**config.mk**
```make
export PLATFORM = sky130hd
export DESIGN_NAME = orct_front
export DESIGN_NICKNAME = d
export VERILOG_FILES = /design/src/rtl/orct_pkg.sv /design/src/rtl/orct_front.sv
export SDC_FILE = /design/constraint.sdc
export NUM_CORES = 1
export LEC_CHECK = 0
export ABC_AREA = 1
export BUFFER_PORTS_ARGS = -buffer_cell sky130_fd_sc_hd__buf_4
export CORE_ASPECT_RATIO = 2
export CORE_MARGIN = 2
export CORE_UTILIZATION = 25
export DETAILED_ROUTE_END_ITERATION = 10
export GPL_TIMING_DRIVEN = 0
export PLACE_DENSITY = 0.57
export SLEW_MARGIN = 20
export SYNTH_ARGS = -nofsm -noshare
export SYNTH_HDL_FRONTEND = slang
export SYNTH_SLANG_ARGS = --single-unit
```
**constraint.sdc**
```tcl
create_clock -name clk -period 1.3 [get_ports clk]
set_clock_uncertainty 0.2 [all_clocks]
set_input_delay 0 -clock clk [delete_from_list [all_inputs] [get_ports clk]]
set_output_delay 0 -clock clk [all_outputs]
set_load 0.02 [all_outputs]
```
**src/rtl/orct_pkg.sv**
```systemverilog
// ----------------------------------------------------------------------------
// Object reference count table: shared package
// Operation and status codes, command and result types, table entry layout.
// ----------------------------------------------------------------------------
package orct_pkg;

    localparam int ID_W            = 64;
    localparam int COUNT_W         = 31;
    localparam int ENTRIES_DEFAULT = 64;
    localparam int QUEUE_DEPTH     = 2;
    localparam int QUEUE_AW        = $clog2(QUEUE_DEPTH);

    localparam logic [COUNT_W-1:0] COUNT_MAX = '1;

    typedef enum logic [2:0] {
        OP_INSERT = 3'd0,
        OP_REMOVE = 3'd1,
        OP_INC    = 3'd2,
        OP_DEC    = 3'd3,
        OP_QUERY  = 3'd4,
        OP_CLEAR  = 3'd5
    } op_t;

    typedef enum logic [2:0] {
        ST_OK         = 3'd0,
        ST_PRESENT    = 3'd1,
        ST_ABSENT     = 3'd2,
        ST_NEGATIVE   = 3'd3,
        ST_REFERENCED = 3'd4,
        ST_FULL       = 3'd5,
        ST_OVERFLOW   = 3'd6
    } status_t;

    // Work classes assigned by the front end.
    typedef enum logic [2:0] {
        K_INSERT,
        K_REMOVE,
        K_INC,
        K_DEC,
        K_QUERY,
        K_PEEK,
        K_CLEAR,
        K_NOP
    } kind_t;

    typedef struct packed {
        kind_t             kind;
        logic [ID_W-1:0]   id;
    } cmd_t;

    typedef struct packed {
        status_t              status;
        logic                 found;
        logic [COUNT_W-1:0]   count;
        logic                 in_use;
    } result_t;

    typedef struct packed {
        logic                 valid;
        logic [ID_W-1:0]      key;
        logic [COUNT_W-1:0]   count;
    } entry_t;

endpackage

```
**src/rtl/orct_front.sv**
```systemverilog
// ----------------------------------------------------------------------------
// Object reference count table: front end
// Accepts items, decodes the operation into a work class and holds one
// classified command until the queue takes it.
// ----------------------------------------------------------------------------
module orct_front (
    input  logic                        clk,
    input  logic                        rst_n,
    input  logic                        enable,
    input  logic                        in_valid,
    output logic                        in_ready,
    input  logic [2:0]                  operation,
    input  logic [orct_pkg::ID_W-1:0]   object_id,
    output logic                        cmd_valid,
    input  logic                        cmd_ready,
    output orct_pkg::cmd_t              cmd
);

    logic           cmd_valid_reg;
    logic           cmd_valid_next;
    orct_pkg::cmd_t cmd_reg;
    orct_pkg::cmd_t cmd_next;
    orct_pkg::cmd_t decoded;
    logic           null_id;

    assign null_id = (object_id == '0);

    always_comb
    begin
        decoded.id = object_id;
        unique case (operation)
            orct_pkg::OP_INSERT: decoded.kind = orct_pkg::K_INSERT;
            orct_pkg::OP_REMOVE: decoded.kind = orct_pkg::K_REMOVE;
            orct_pkg::OP_INC:    decoded.kind = null_id ? orct_pkg::K_PEEK : orct_pkg::K_INC;
            orct_pkg::OP_DEC:    decoded.kind = null_id ? orct_pkg::K_PEEK : orct_pkg::K_DEC;
            orct_pkg::OP_QUERY:  decoded.kind = orct_pkg::K_QUERY;
            orct_pkg::OP_CLEAR:  decoded.kind = orct_pkg::K_CLEAR;
            default:             decoded.kind = orct_pkg::K_NOP;
        endcase
    end

    assign in_ready  = enable && (!cmd_valid_reg || cmd_ready);
    assign cmd_valid = cmd_valid_reg;
    assign cmd       = cmd_reg;

    always_comb
    begin
        cmd_valid_next = cmd_valid_reg && !cmd_ready;
        cmd_next       = cmd_reg;
        if (in_valid && in_ready)
        begin
            cmd_valid_next = 1'b1;
            cmd_next       = decoded;
        end
    end

    always_ff @(posedge clk or negedge rst_n)
    begin
        if (!rst_n)
        begin
            cmd_valid_reg <= 1'b0;
            cmd_reg       <= '0;
        end
        else
        begin
            cmd_valid_reg <= cmd_valid_next;
            cmd_reg       <= cmd_next;
        end
    end

endmodule

```
# Word-level counts from Yosys, hierarchy flattened
# Cells that the tools add are included.
[word_totals]
ff_bits = 68
latchBits = 0
ramBits = 0
romBits = 0
input_bits = 72
out_inout_bits = 69
word_cells = 20
memories = 0
[op_classes]
addsub = 0
multipliers = 0
div = 0
n_lt_le_gt_ge = 0
n_eq_ne = 5
n_shift = 0
mux = 4
n_bitwise = 0
reduce_logical = 8
[op_table]
columns = ["op", "n"]
rows = [
  ["$logic_not 64->1", 1],
  ["$pmux 3 s6", 1],
  ["$eq 3x2->1 const B", 2],
  ["$eq 3x3->1 const B", 2],
  ["$mux 3", 2],
  ["$eq 3x1->1 const B", 1],
  ["$logic_and 1x1->1", 3],
  ["$logic_not 3->1", 1],
  ["$logic_not 1->1", 2],
  ["$logic_or 1x1->1", 1],
  ["$mux 1", 1],
]

# Longest topological paths before layout
[logic_depth]
word_depth = 5
depth_mapped = 8
ltp_nobuf = 8

# Worst setup path after synthesis
# No wires, ideal clock.
[synth_timing]
path_type = "register to register"
startpoint = "reg cmd_valid_reg (netlist: cmd_valid)"
endpoint = "reg cmd_reg, in the netlist cmd[64]"
setup_time_ns = 0.122
arrival_ns = 1.302
required_ns = 0.978
setup_slack_ns = -0.324
path_stages_with_launch = 7
n_path_buf = 2
period_less_slack_ns = 1.624
path_cell_list = "dfrtp_1 a21boi_4 nand2_4 buf_6 buf_6 nor2_1 a21oi_1"
[synth_via]
elab_chain_cells = 4
[synth_rtl]
columns = ["element", "line_no", "text"]
rows = [
  ["start: declaration", "orct_front.sv:19", "logic cmd_valid_reg;"],
  ["start signal: assignment", "orct_front.sv:66", "cmd_valid_reg <= cmd_valid_next;"],
  ["$logic_not 1->1", "orct_front.sv:42", "assign in_ready = enable && (!cmd_valid_reg || cmd_ready);"],
  ["$logic_or 1x1->1", "orct_front.sv:42", ""],
  ["$logic_and 1x1->1", "orct_front.sv:42", ""],
  ["via in_ready", "orct_front.sv:11", "output logic in_ready,"],
  ["$logic_and 1x1->1", "orct_front.sv:50", "if (in_valid && in_ready)"],
  ["end signal: assignment", "orct_front.sv:67", "cmd_reg <= cmd_next;"],
  ["end: declaration", "orct_front.sv:21", "orct_pkg::cmd_t cmd_reg;"],
]
# The timed path passes the listed nets, and every way through them passes these cells.
# A chain may end at the register's enable or synchronous reset.

# Worst setup path after layout
[layout_timing]
startpoint = "reg cmd_valid_reg (netlist: cmd_valid)"
endpoint = "reg cmd_reg, in the netlist cmd[23]"
[layout_via]
elab_chain_cells = 4
[layout_rtl]
columns = ["element", "line_no"]
rows = [
  ["$logic_not 1->1", "orct_front.sv:42"],
  ["$logic_or 1x1->1", "orct_front.sv:42"],
  ["$logic_and 1x1->1", "orct_front.sv:42"],
  ["$logic_and 1x1->1", "orct_front.sv:50"],
]
# Every way passes these cells.

==> results.rst <==
.. list-table::
   :header-rows: 1

   * - Metric
     - Value
   * - Dominant cell by count in the synthesized netlist
     - sky130_fd_sc_hd__dfrtp_1
   * - Synth top cells by count
     - sky130_fd_sc_hd__dfrtp_1 (68), sky130_fd_sc_hd__mux2_2 (56), sky130_fd_sc_hd__nor2_1 (44), sky130_fd_sc_hd__nand2_1 (31), sky130_fd_sc_hd__inv_1 (14)
   * - Std-Cell Core Area
     - 11220 µm²
   * - Max FO, Critical Path
     - 10
   * - DP Area
     - 4098 µm²
   * - Family with the most delay on the worst path
     - flip-flops
   * - Aggregate global routing overflow
     - 0
   * - Final total power
     - 0.007280 W
   * - RSZ-0062 raised after global routing
     - true
   * - First-iteration detailed-routing DRC count
     - 86
   * - Pin slew with the least headroom to its limit
     - 0.6445 ns
   * - Post-Route WL
     - 8746 µm
   * - Max-slew violation total from the final report
     - 0
   * - Seq/Total Area, Yosys
     - 59.41%
   * - Setup Total Neg Slack
     - -15.93 ns
   * - Synth top area share
     - 59.41%
   * - Leakage component of the power
     - 2.479 nW
   * - Fill cell total of the finished layout
     - 1041
   * - Buffer levels on the longest clock path
     - 2
   * - Total number of placement rows
     - 55
   * - Gate Count Post-Synth
     - 240
   * - Areal power density over the cells
     - 1392 nW/µm²
   * - Share of power burned in registers
     - 37.2%
   * - Total inserted antenna cells
     - 0
   * - Cts-stage hold buffer count
     - 69
   * - Net switching power
     - 0.002129 W
   * - Number of sinks handled by clock tree synthesis
     - 68
   * - Average wire per cell in the routed design
     - 14.34 µm
   * - Type of origin of the critical path
     - flip-flop
   * - Clock tree from TritonCTS
     - yes
   * - Share of flip-flops with an asynchronous set or reset
     - 100.0%
   * - Distinct cell type count of the synthesized netlist
     - 12
   * - RD Place Congestion
     - 0.7431
   * - Worst min-delay path endpoint
     - cmd_valid
   * - Clock slew seen by the registers of the worst setup and hold paths
     - 0.06 ns
   * - List of cells traversed by the critical path
     - a21boi_4, nand2_8, buf_6, mux2_2
   * - Count of cells along the worst register-to-register path
     - 4
   * - Count of pins on the block boundary
     - 141
   * - Clock buffer count from CTS
     - 9
   * - Pin count of the biggest net entering global routing
     - 69
   * - Biggest cell delay along the critical path
     - 0.43 ns
   * - Antenna violations before repair
     - 0
   * - Number of cells on the worst hold path
     - 4
   * - Detailed Place HPWL
     - 6254 µm
   * - Int Pwr
     - 0.005151 W
   * - Number of global-route vias before repair
     - 2837
   * - WP buf/inv
     - 1
   * - Fraction of layout instances using a drive strength above 1
     - 51.28%
   * - Count of placed standard cells including taps
     - 522
   * - TritonRoute pass-1 iters
     - 4
   * - Die W
     - 79.69 µm
   * - Post-route minimum period
     - 1.554 ns
   * - Critical register-to-register path startpoint
     - cmd_valid
   * - Via density
     - 4.239
   * - CP max-delay cell
     - sky130_fd_sc_hd__dfrtp_2
   * - Most instantiated flip-flop cell in the synthesis netlist
     - sky130_fd_sc_hd__dfrtp_1
   * - Post-synthesis area per instance
     - 11.93 µm²
   * - Total number of vias
     - 2586
   * - Synthesis-stage register bit count
     - 68
   * - Area growth syn-to-layout
     - 82.66%
   * - Post-Layout Cell Count
     - 610
   * - WS Path Type
     - flip-flop to flip-flop
   * - Initial core utilization
     - 25.53%
   * - Status
     - finished, violations left
   * - Syn. warnings
     - 0
   * - Data arrival at the endpoint of the critical path
     - 1.57 ns
   * - Combinational share of power
     - 29.4%
   * - Fraction of the cycle the final worst path needs
     - 119.5%
   * - Netlist Area Pre-Place
     - 2864 µm²
   * - Clock power share
     - 33.4%
   * - Die Y
     - 155.4 µm
   * - Main area contributors after synthesis
     - sky130_fd_sc_hd__dfrtp_1 (59%), sky130_fd_sc_hd__mux2_2 (22%), sky130_fd_sc_hd__nor2_1 (5.8%)
   * - Post-route ant nets
     - 0
   * - Required @ worst endpoint
     - 1.31 ns
   * - EDFF count, synth
     - 0
   * - Final worst slack
     - -0.2541 ns
   * - Sort of element at the end of the critical path
     - flip-flop
   * - Number of nets produced by synthesis
     - 312
   * - Area of the die
     - 12380 µm²
   * - Total DRC errors in the routed layout
     - 0
   * - Endpoint of the worst register-to-register path
     - cmd[23]
   * - Final setup violating endpoints
     - 69
   * - Fraction of power spent switching nets
     - 29.24%
   * - GRT Overall Usage
     - 14.64%
   * - Final hold viol count
     - 2
   * - Clock insertion delay at the later pin of the skew report
     - 0.33 ns
   * - Fmax
     - 643.5 MHz
   * - Hold path startpoint
     - in_valid
   * - Worst hold path type
     - input port to flip-flop
   * - Wire length of the first global-routing pass
     - 13540 µm
   * - H-Tree Depth
     - 3
   * - Final non-filler cell area
     - 5231 µm²
   * - Flip-flop count of the largest register after layout
     - 67
   * - Count of buffers from port buffering
     - 140
   * - Layout Nets
     - 535
   * - Reg2reg setup slack
     - -0.25 ns
   * - CTS Root Cell
     - sky130_fd_sc_hd__clkbuf_16
   * - Worst hold-check slack
     - -0.03290 ns
   * - Reported max-cap violation count
     - 0
   * - Maximum vdd ir drop
     - 0.8052 mV
   * - Violations in the final reports
     - hold timing, setup timing
   * - Cell taking the most area after synthesis
     - sky130_fd_sc_hd__dfrtp_1
   * - Worst slew margin relative to its limit
     - 57.03%
power groups by stage:
stage | combinational, W | clock, W | sequential [W]
finish | 0.00214 | 0.00243 | 0.00271
global route | 0.00227 | 0.00260 | 0.00275
CTS | 0.00210 | 0.00250 | 0.00270
detailed placement | 0.00194 | 0 | 0.00273
global placement | 0.00191 | 0 | 0.00272
floorplan | 0.000475 | 0 | 0.00320
stage by stage:
stage | setup slack, ns | utilization, %
2_1_floorplan | -0.2690 | -
6_report | -0.2541 | 46.64
4_1_cts | -0.2375 | 45.39
3_3_place_gp | -0.2254 | 36.53
5_1_grt | -0.3109 | 46.64
3_5_place_dp | -0.2349 | 36.53
cell families after synthesis:
logic type	after synthesis	synth area share, %
DFF	68	59.41
AOI/OAI and AO/OA	12	2.578
buffers and inverters	22	4.718
muxes	56	22.02
and+or+nand+nor	82	11.27
placed cells by master (no fill, tap or decap), types with 2 or more instances in the layout:
cell type	instances
sky130_fd_sc_hd__buf_8	3
sky130_fd_sc_hd__nand2_1	25
sky130_fd_sc_hd__buf_6	4
sky130_fd_sc_hd__nand3_1	6
sky130_fd_sc_hd__dlygate4sd3_1	69
sky130_fd_sc_hd__nor2_1	39
sky130_fd_sc_hd__mux2_2	56
sky130_fd_sc_hd__inv_1	14
sky130_fd_sc_hd__dfrtp_1	67
sky130_fd_sc_hd__o21ai_2	3
sky130_fd_sc_hd__nor2_2	4
sky130_fd_sc_hd__buf_4	141
sky130_fd_sc_hd__clkbuf_16	11
sky130_fd_sc_hd__nand2_4	2
sky130_fd_sc_hd__nand2_2	4
sky130_fd_sc_hd__clkinv_2	3
sky130_fd_sc_hd__o21ai_1	5
sky130_fd_sc_hd__a21oi_1	2
cell type report:
cell class | count | area, µm² | area share, %
Buffer | 8 | 106.4 | 2.033
Inverter | 14 | 52.55 | 1.005
Timing Repair Buffer | 212 | 1803 | 34.47
Multi-Input combinational cell | 150 | 1094 | 20.90
Clock inverter | 5 | 52.55 | 1.005
Clock buffer | 11 | 242.7 | 4.640
Tap cell | 142 | 177.7 | 3.396
Sequential cell | 68 | 1703 | 32.55
per-layer routing:
layer,up-vias,wire length (µm),track usage (%)
met5,-,0,0
li1,1235,-,-
met2,84,5140,28.17
met1,1250,2934,13.90
met3,17,396,2.842
met4,0,274,7.964
how the worst max path moves through the flow:
stage | depth (start not counted) | endpoint | from
detailed placement | 6 | cmd[64] | cmd_valid
CTS | 6 | cmd[64] | cmd_valid
global placement | 6 | cmd[64] | cmd_valid
floorplan | 6 | cmd[64] | cmd_valid
global route | 4 | cmd[16] | cmd_valid
finish | 4 | cmd[23] | cmd_valid
what timing repair did:
item                                    4_1_cts  5_1_grt
endpoints found under the setup margin       69      126
setup buffers                                 0        1
cloned                                        0        2
pin swaps                                     1        5
hold endpoints to repair                    136        1
resized for setup                             2       24
worst register-to-register path: stages (launching register included):
cell and delay (ns):
sky130_fd_sc_hd__dfrtp_2 0.43, sky130_fd_sc_hd__a21boi_4 0.23, sky130_fd_sc_hd__nand2_8 0.12, sky130_fd_sc_hd__buf_6 0.18
sky130_fd_sc_hd__mux2_2 0.27
No activity file was read; power rests on OpenSTA's default activity.
