==> src/rtl/orct_pkg.sv <==
// ----------------------------------------------------------------------------
// Object reference count table: shared package
// Operation and status codes, command and result types, table entry layout.
// ----------------------------------------------------------------------------
package orct_pkg;

    localparam int ID_W            = 64;
    localparam int COUNT_W         = 31;
    localparam int ENTRIES_DEFAULT = 64;
    localparam int QUEUE_DEPTH     = 2;
    localparam int QUEUE_AW        = $clog2(QUEUE_DEPTH);

    localparam logic [COUNT_W-1:0] COUNT_MAX = '1;

    typedef enum logic [2:0] {
        OP_INSERT = 3'd0,
        OP_REMOVE = 3'd1,
        OP_INC    = 3'd2,
        OP_DEC    = 3'd3,
        OP_QUERY  = 3'd4,
        OP_CLEAR  = 3'd5
    } op_t;

    typedef enum logic [2:0] {
        ST_OK         = 3'd0,
        ST_PRESENT    = 3'd1,
        ST_ABSENT     = 3'd2,
        ST_NEGATIVE   = 3'd3,
        ST_REFERENCED = 3'd4,
        ST_FULL       = 3'd5,
        ST_OVERFLOW   = 3'd6
    } status_t;

    // Work classes assigned by the front end.
    typedef enum logic [2:0] {
        K_INSERT,
        K_REMOVE,
        K_INC,
        K_DEC,
        K_QUERY,
        K_PEEK,
        K_CLEAR,
        K_NOP
    } kind_t;

    typedef struct packed {
        kind_t             kind;
        logic [ID_W-1:0]   id;
    } cmd_t;

    typedef struct packed {
        status_t              status;
        logic                 found;
        logic [COUNT_W-1:0]   count;
        logic                 in_use;
    } result_t;

    typedef struct packed {
        logic                 valid;
        logic [ID_W-1:0]      key;
        logic [COUNT_W-1:0]   count;
    } entry_t;

endpackage

==> src/rtl/orct_queue.sv <==
// ----------------------------------------------------------------------------
// Object reference count table: command queue
// Short first-in first-out buffer between the front end and the table engine.
// ----------------------------------------------------------------------------
module orct_queue (
    input  logic           clk,
    input  logic           rst_n,
    input  logic           push_valid,
    output logic           push_ready,
    input  orct_pkg::cmd_t push_data,
    output logic           pop_valid,
    input  logic           pop_ready,
    output orct_pkg::cmd_t pop_data
);

    localparam int AW = orct_pkg::QUEUE_AW;

    orct_pkg::cmd_t slots [orct_pkg::QUEUE_DEPTH];
    logic [AW-1:0]  wr_ptr_reg;
    logic [AW-1:0]  wr_ptr_next;
    logic [AW-1:0]  rd_ptr_reg;
    logic [AW-1:0]  rd_ptr_next;
    logic [AW:0]    fill_reg;
    logic [AW:0]    fill_next;
    logic           do_push;
    logic           do_pop;

    assign push_ready = (fill_reg != (AW+1)'(orct_pkg::QUEUE_DEPTH));
    assign pop_valid  = (fill_reg != '0);
    assign pop_data   = slots[rd_ptr_reg];
    assign do_push    = push_valid && push_ready;
    assign do_pop     = pop_valid && pop_ready;

    always_comb
    begin
        wr_ptr_next = do_push ? wr_ptr_reg + AW'(1) : wr_ptr_reg;
        rd_ptr_next = do_pop  ? rd_ptr_reg + AW'(1) : rd_ptr_reg;
        fill_next   = fill_reg + (AW+1)'(do_push) - (AW+1)'(do_pop);
    end

    always_ff @(posedge clk)
    begin
        if (do_push)
        begin
            slots[wr_ptr_reg] <= push_data;
        end
    end

    always_ff @(posedge clk or negedge rst_n)
    begin
        if (!rst_n)
        begin
            wr_ptr_reg <= '0;
            rd_ptr_reg <= '0;
            fill_reg   <= '0;
        end
        else
        begin
            wr_ptr_reg <= wr_ptr_next;
            rd_ptr_reg <= rd_ptr_next;
            fill_reg   <= fill_next;
        end
    end

endmodule

==> config.mk <==
export PLATFORM = sky130hd
export DESIGN_NAME = orct_queue
export DESIGN_NICKNAME = d
export VERILOG_FILES = /design/src/rtl/orct_pkg.sv /design/src/rtl/orct_queue.sv
export SDC_FILE = /design/constraint.sdc
export NUM_CORES = 1
export LEC_CHECK = 0
export ABC_AREA = 1
export BUFFER_PORTS_ARGS = -buffer_cell sky130_fd_sc_hd__buf_2
export CORE_ASPECT_RATIO = 0.8
export CORE_UTILIZATION = 56
export CTS_CLUSTER_SIZE = 28
export DETAILED_ROUTE_END_ITERATION = 12
export MAX_ROUTING_LAYER = met4
export PLACE_DENSITY = 0.83
export SLEW_MARGIN = 10
export SYNTH_ARGS = -nofsm -noshare
export SYNTH_HDL_FRONTEND = slang
export SYNTH_SLANG_ARGS = --single-unit
==> constraint.sdc <==
create_clock -name clk -period 10.1 [get_ports clk]
set_clock_uncertainty 0.1 [all_clocks]
set_input_delay 1.515 -clock clk [delete_from_list [all_inputs] [get_ports clk]]
set_output_delay 1.515 -clock clk [all_outputs]
set_load 0.01 [all_outputs]
; Word level (Yosys, flattened, before mapping)
; Memories as Yosys holds them, arrays and structs flattened.
; Index checks and enable logic that the tools add are counted.
[classes]
add_sub_neg = 4
eq_ne = 1
mux = 2
n_reduce_logical = 3
[ops]
columns = op, n
row1 = $add A1 B1 Y1 const B, 2
row2 = $add A2 B1 Y2, 1
row3 = $logic_and A1 B1 Y1, 2
row4 = $mux W1, 2
row5 = $ne A2 B2 Y1 const B, 1
row6 = $reduce_bool A2 Y1, 1
row7 = $sub A2 B1 Y2, 1
[word_totals]
regBits = 4
ram_bits = 134
output_inout_bits = 69
wordCells = 14
n_memories = 1
[mem_list]
columns = name, depth, width, read_ports, rd_ports_with_merged_regs, wr, line
row1 = slots, 2, 67, 1, 0, 1, orct_queue.sv:18  ; orct_pkg::cmd_t slots [orct_pkg::QUEUE_DEPTH];

; Logic depth before layout (Yosys ltp)
; Gate-level depths: netlist of run 1.
[logic_depth]
word_depth = 4
mapped_depth = 12
ltp_nobuf = 12

; Worst setup path before layout of run 1
; OpenSTA, ideal clock, no wires.
[synth_timing]
path_type = input-to-reg
startpoint = input push_valid
endpoint = memory slots[1][0] (netlist bit), enable pin
arrival_ns = 4.444
slack_ns = 5.062
cell_stages = 2
n_path_buf = 0
cell_sequence = nand2_1 -> nor2_1
[synth_via]
elab_chain_len = 3
[synth_lines]
columns = item, line
row1 = from (decl), orct_queue.sv:8  ; input logic push_valid,
row2 = $logic_and A1 B1 Y1, orct_queue.sv:31  ; assign do_push = push_valid && push_ready;
row3 = $mux W1, orct_queue.sv:43  ; if (do_push)
row4 = $mux W1 (not written as such), orct_queue.sv:45  ; slots[wr_ptr_reg] <= push_data;
row5 = to (decl), orct_queue.sv:18
; Every way passes these cells.

==> qor.yml, run 1 <==
drt_pass1_iterations: 5
cpMostUsedCell: "nand2_1"
cts_resized: 0
die_x_um: 108.9
grt_remaining_overflow: 0
dieArea_um2: 9522
r2r_start: "fill_reg[1]"
cts_max_level: 4
worst_hold_path_type: "reg -> reg"
syn_to_final_growth_pct: 26.22
stdcell_area_um2: 6456
crit_required_ps: 8490
antenna_found_initial: 0
fin_nets: 600
finalSetupViolCount: 0
cp_slowest_stage_delay_ps: 550
clk_path_buf_depth: 2
die_y_um: 87.48
ys_warn_count: 0
drt_iter0_markers: 189
swShare_pct: 32.92
path_cells: "buf_4, nand2_1, nand2_1, buf_2"
post_cts_buffers: 0
io_pins: 140
wl_per_cell_um: 14.56
status: "finished, final reports clean"
drc: 0
cts_num_sinks: 138
synth-seq-cells: 138
reg2reg_to: "slots[0][59]"
largest_reg_flops: 134
grt.total_usage_pct: 21.80
ys_top_cells_by_area: "edfxtp_1, nand2_1, dfrtp_1"
hold_viol_final: 0
gp_congestion: 0.7427
clk_pin_slew_ps: 50
yosysTopAreaCell: "edfxtp_1"
vias_per_cell: 4.951
worstSetupPathType: "reg -> out"
p_clk_share_pct: 29.8
antennaDiodeCount: 0
rsz0062_at_grt: "false"
ir_drop_v: 0.0001753
syn_inst: 382
comb_power_share_pct: 28.9
ant_nets: 0
fill_cells: 558
grt_pass1_vias: 3061
crit_fanout: 67
min_to: "fill_reg[0]"
final_util_pct: 74.46
syn_area_per_cell_um2: 13.39
root_buffer: "clkbuf_16"
rr_worst_depth: 4
slew_viol_final: 0
crit_slowest_cell: "buf_4"
crit_arrival_ps: 1790
hold_buffers: 0
grt_max_degree: 69
cellLeakagePower_uw: 0.002817
seqPwrFrac_pct: 41.2
synth.distinct_cells: 14
hpwl_mm: 5.699
core_area_um2: 8671
ys_seq_area_share_pct: 80.63
max_clock_freq_mhz: 293.7
switchingPower_uw: 654.5
grt_pass1_wl_mm: 14.19
setup_tns_ps: 0
initial_utilization_pct: 58.99
port_buffers: 139
rows: 30
critPathLaunchType: "flip-flop"
end_kind: "output port"
min_from: "fill_reg[0]"
placedInstanceArea_um2: 5879
clkLatencyLatePin_ps: 410
slew_headroom_pct: 40.15
worst_pin_slew_ps: 897.7
synth_nets: 454
num_vias: 3233
syn-cell-area_um2: 5115
cts_buffers: 17
netlist.area_leader.share_pct: 78.67
finalWirelength_mm: 9.508
p_per_area_nw_per_um2: 307.9
rrSetupSlack_ps: 7590
min_period_over_period_pct: 33.71
cts_tree: "yes"
layout-drive-gt1-share_pct: 32.53
maxCapViolCount: 0
hold-path-cell-count: 1
p_int_uw: 1334
fin_total_pwr_uw: 1988
fin_crit_ps: 3405
==> through the flow <==
stage | hold WS, ps | instances | setup slack (ps)
6_report | 467.1 | 653 | 6695
5_1_grt | 483.5 | 653 | 6559
3_3_place_gp | 424.0 | 621 | 6555
4_1_cts | 470.4 | 653 | 6686
3_5_place_dp | 457.9 | 621 | 6507
2_1_floorplan | 384.6 | 382 | 5062
==> power by group through the flow <==
stage,clock (uW),combinational [uW],sequential (uW)
floorplan,0,376,831
global placement,0,572,823
detailed placement,0,581,830
CTS,601,586,820
global route,624,642,830
finish,593,575,820
==> kinds of logic (layout without fill, tap and decap cells) <==
family	after synthesis	after routing	synth area share [%]
and+or+nand+nor	217	217	15.97
DFF	138	138	80.63
buffers and inverters	23	182	2.789
AOI/OAI and AO/OA	2	2	0.1955
adders and majority gates	1	1	0.2446
xor gates and xnor gates	1	1	0.1713
==> final cells by class <==
class                   instances  area (um2)  share of cell area, %
inverters                       8       32.53                 0.5039
multi-input cells             221       863.3                  13.37
flip-flops and latches        138        4125                  63.90
clock buffers                  18       429.2                  6.647
repair buffers                142       718.2                  11.12
clock inverters                14       147.6                  2.287
well taps                     112       140.1                  2.171
==> layout by cell type, fill, tap and decap left out, drive strengths merged <==
cell type	count
ha	1
clkinv	6
o21ai	1
a21oi	1
clkinvlp	4
inv	10
bufinv	2
nand3	2
xor2	1
clkbuf	18
buf	142
nand2	210
nor2	5
dfrtp	4
edfxtp	134
==> worst max-delay path: cells and delay by family (launching register included) <==
kind          cells  cell delay (ps)
buf+inv           2              680
flops             1              380
simple gates      2              280
==> per-layer routing <==
layer / routed length, um / vias to the layer above / GRT usage, %
met4: 108 / 0 / 8.600
met3: 718 / 19 / 8.003
met2: 4609 / 152 / 34.41
met1: 4070 / 1483 / 25.63
met5: 0 / - / -
li1: - / 1579 / -
==> how the worst max path moves through the flow <==
| stage | start | end | slack (ps) |
|---|---|---|---|
| 2_1_floorplan | push_valid | slots[1][0] | 5060 |
| 3_3_place_gp | push_valid | slots[0][53] | 6550 |
| 3_5_place_dp | push_valid | slots[0][50] | 6510 |
| 4_1_cts | rd_ptr_reg | pop_data[44] | 6690 |
| 5_1_grt | rd_ptr_reg | pop_data[23] | 6560 |
| 6_report | rd_ptr_reg | pop_data[62] | 6690 |
==> synth_stat cells <==
| cell | number |
|---|---|
| buf_2 | 7 |
| ha_1 | 1 |
| buf_6 | 4 |
| nor2_1 | 5 |
| dfrtp_1 | 4 |
| a21oi_1 | 1 |
| buf_4 | 4 |
| inv_1 | 7 |
| nand3_1 | 2 |
| o21ai_0 | 1 |
| inv_4 | 1 |
| edfxtp_1 | 134 |
| xor2_1 | 1 |
| nand2_1 | 210 |
Power figures use the tool's default switching activity.
==> inputs of run 2 (changes only) <==
Settings changed: CORE_UTILIZATION 56 to 52, PLACE_DENSITY 0.83 to 0.77.
Clock period 10.1 ns to 3.3 ns, I/O delays scaled along.
==> run 2 against run 1 <==
  * Combinational power grew to 3.0 times the previous value
  * Final cell count is 0.77% higher
  * Worst hold slack got worse by 300 ps
  * Non-clock buffer count up 3
  * Via count down 1.8%
  * Flip-flop and latch count did not move
  * Largest cell class unchanged
  * Largest power group unchanged
==> qor.yml, run 2 (synthesis gave the netlist of run 1 again) <==
status: "finished, final reports clean"
clk_path_buf_depth: 2  # unchanged
vias_per_cell: 4.825  # -2.5%
ant_nets: 0  # unchanged
placedInstanceArea_um2: 5898  # +0.32%
worst_hold_path_type: "in -> reg"
maxCapViolCount: 0  # unchanged
cts_buffers: 17  # unchanged
ir_drop_v: 0.0005114  # +190%
min_period_over_period_pct: 81.15
final_cell_mix: "nand2_1, buf_2, edfxtp_1"
pre_cts_ws_ps: 1053  # -5454 ps
use_met1_pct: 25.65  # about the same
antennaDiodeCount: 0  # unchanged
root_buffer: "clkbuf_16"
layout-drive-gt1-share_pct: 31.86  # -0.67 points
stdcell_area_um2: 6426  # -0.47%
cts_resized: 0  # unchanged
p_int_uw: 3990  # +200%
drt_pass1_iterations: 4  # -1
wl_per_cell_um: 14.67  # +0.77%
final_util_pct: 69.03  # -5.4 points
seqPwrFrac_pct: 43.0  # +1.8 points
critPathLaunchType: "flip-flop"
fin_total_pwr_uw: 5948  # +200%
rsz0062_at_grt: "false"
initial_utilization_pct: 54.95  # -4.0 points
p_per_area_nw_per_um2: 925.7  # +200%
setup_tns_ps: 0  # unchanged
worst_pin_slew_ps: 682.0  # -215.7 ps
clkLatencyLatePin_ps: 410  # about the same
cts_max_level: 4  # unchanged
num_vias: 3175  # -1.8%
p_clk_share_pct: 27.8  # -2.0 points
final_common_cell: "nand2_1"
fin_crit_ps: 2678
rows: 31  # +3.3%
worstSetupPathType: "reg -> out"
comb_power_share_pct: 29.2  # +0.3 points
antenna_found_initial: 0  # unchanged
switchingPower_uw: 1959  # +200%
cts_tree: "yes"
hold_viol_final: 0  # unchanged
syn_to_final_growth_pct: 25.64
crit_arrival_ps: 2080  # +290 ps
grt.total_usage_pct: 20.95  # -0.85 points
max_clock_freq_mhz: 373.4
grt_max_degree: 69  # unchanged
use_met2_pct: 31.53  # -2.9 points
gp_congestion: 0.7462  # +0.47%
die_y_um: 90.71  # +3.7%
dieArea_um2: 10240  # +7.5%
finalWirelength_mm: 9.655  # +1.5%
fin_ws_ps: 622.0  # -6073 ps
crit_required_ps: 2700  # -5790 ps
grt_pass1_wl_mm: 15.11  # +6.5%
cts_num_sinks: 138  # unchanged
finalSetupViolCount: 0  # unchanged
slew_headroom_pct: 54.53  # +14 points
drc: 0  # unchanged
cellLeakagePower_uw: 0.002813  # -0.14%
globalRouteMet3Util_pct: 7.517  # -0.49 points
end_kind: "output port"
grt_pass1_vias: 3108  # +1.5%
core_area_um2: 9309  # +7.4%
port_buffers: 139  # unchanged
crit_fanout: 68  # +1.5%
io_pins: 140  # unchanged
slew_viol_final: 0  # unchanged
swShare_pct: 32.93  # about the same
drt_iter0_markers: 149  # -21%
grt_remaining_overflow: 0  # unchanged
largest_reg_flops: 134  # unchanged
busiest_layer: "met2"
hpwl_mm: 6.085  # +6.8%
die_x_um: 112.9  # +3.7%
clk_pin_slew_ps: 60  # about the same
fin_nets: 603  # +0.50%
==> run 2: changes by cell type in the layout (fill, tap and decap cells not counted), sizes merged <==
cell / before / now
clkbuf: 18 / 20
dlygate4sd3: 0 / 1
clkinvlp: 4 / 2
bufinv: 2 / 1
clkinv: 6 / 8
inv: 10 / 8
buf: 142 / 144
==> run 2: worst paths after layout <==
kind / from / to / slack (ps) / cells after the start
worst max-delay path: rd_ptr_reg / pop_data[13] / 620 / 4
worst min-delay path: push_data[10] / slots[1][10] / 170 / 1
worst max register to register: fill_reg[0] / slots[0][24] / 1490 / 5
worst min register to register: wr_ptr_reg / wr_ptr_reg / 480 / 2
max in group asynchronous: rst_n / rd_ptr_reg / 2600 / 2
min in group asynchronous: rst_n / wr_ptr_reg / 350 / 2
==> run 2: routing by layer <==
layer	part of all wire [%]	routed length, um	up-vias
met5	0	0	-
met4	1.8	169	0
met2	47	4524	136
met1	44	4232	1445
li1	-	-	1577
met3	7.6	729	17
==> run 2: power by group through the flow <==
stage / registers (uW) / logic, uW / clock network [uW]
2_1_floorplan: 2520 / 1160 / 0
3_3_place_gp: 2570 / 1720 / 0
3_5_place_dp: 2590 / 1750 / 0
4_1_cts: 2560 / 1770 / 1680
5_1_grt: 2600 / 1950 / 1750
6_report: 2560 / 1740 / 1650
==> run 2: layout make-up <==
cell class	instances	area, um2
sequential	138	4125
fill	648	2883
multi-input combinational	221	863.3
timing repair buffer	145	743.2
clock buffer	20	436.7
tap	115	143.9
clock inverter	11	81.33
inverter	8	32.53
==> run 2: critical path: stages (launching register included) <==
cell and delay, ps:
dfrtp_2 630, inv_4 610, nand2_1 150, nand2_1 120, buf_2 130
==> run 2: metrics by stage <==
stage | instances | hold slack [ps]
6_report | 658 | 171.9
2_1_floorplan | 382 | 99.41
3_5_place_dp | 626 | 205.9
3_3_place_gp | 626 | 204.4
5_1_grt | 658 | 149.9
4_1_cts | 658 | 157.3
==> run 2: repair_timing <==
item / 4_1_cts / 5_1_grt
hold buffers: 1 / 0
hold endpoints to repair: 4 / 0
buffers inserted: 0 / 0
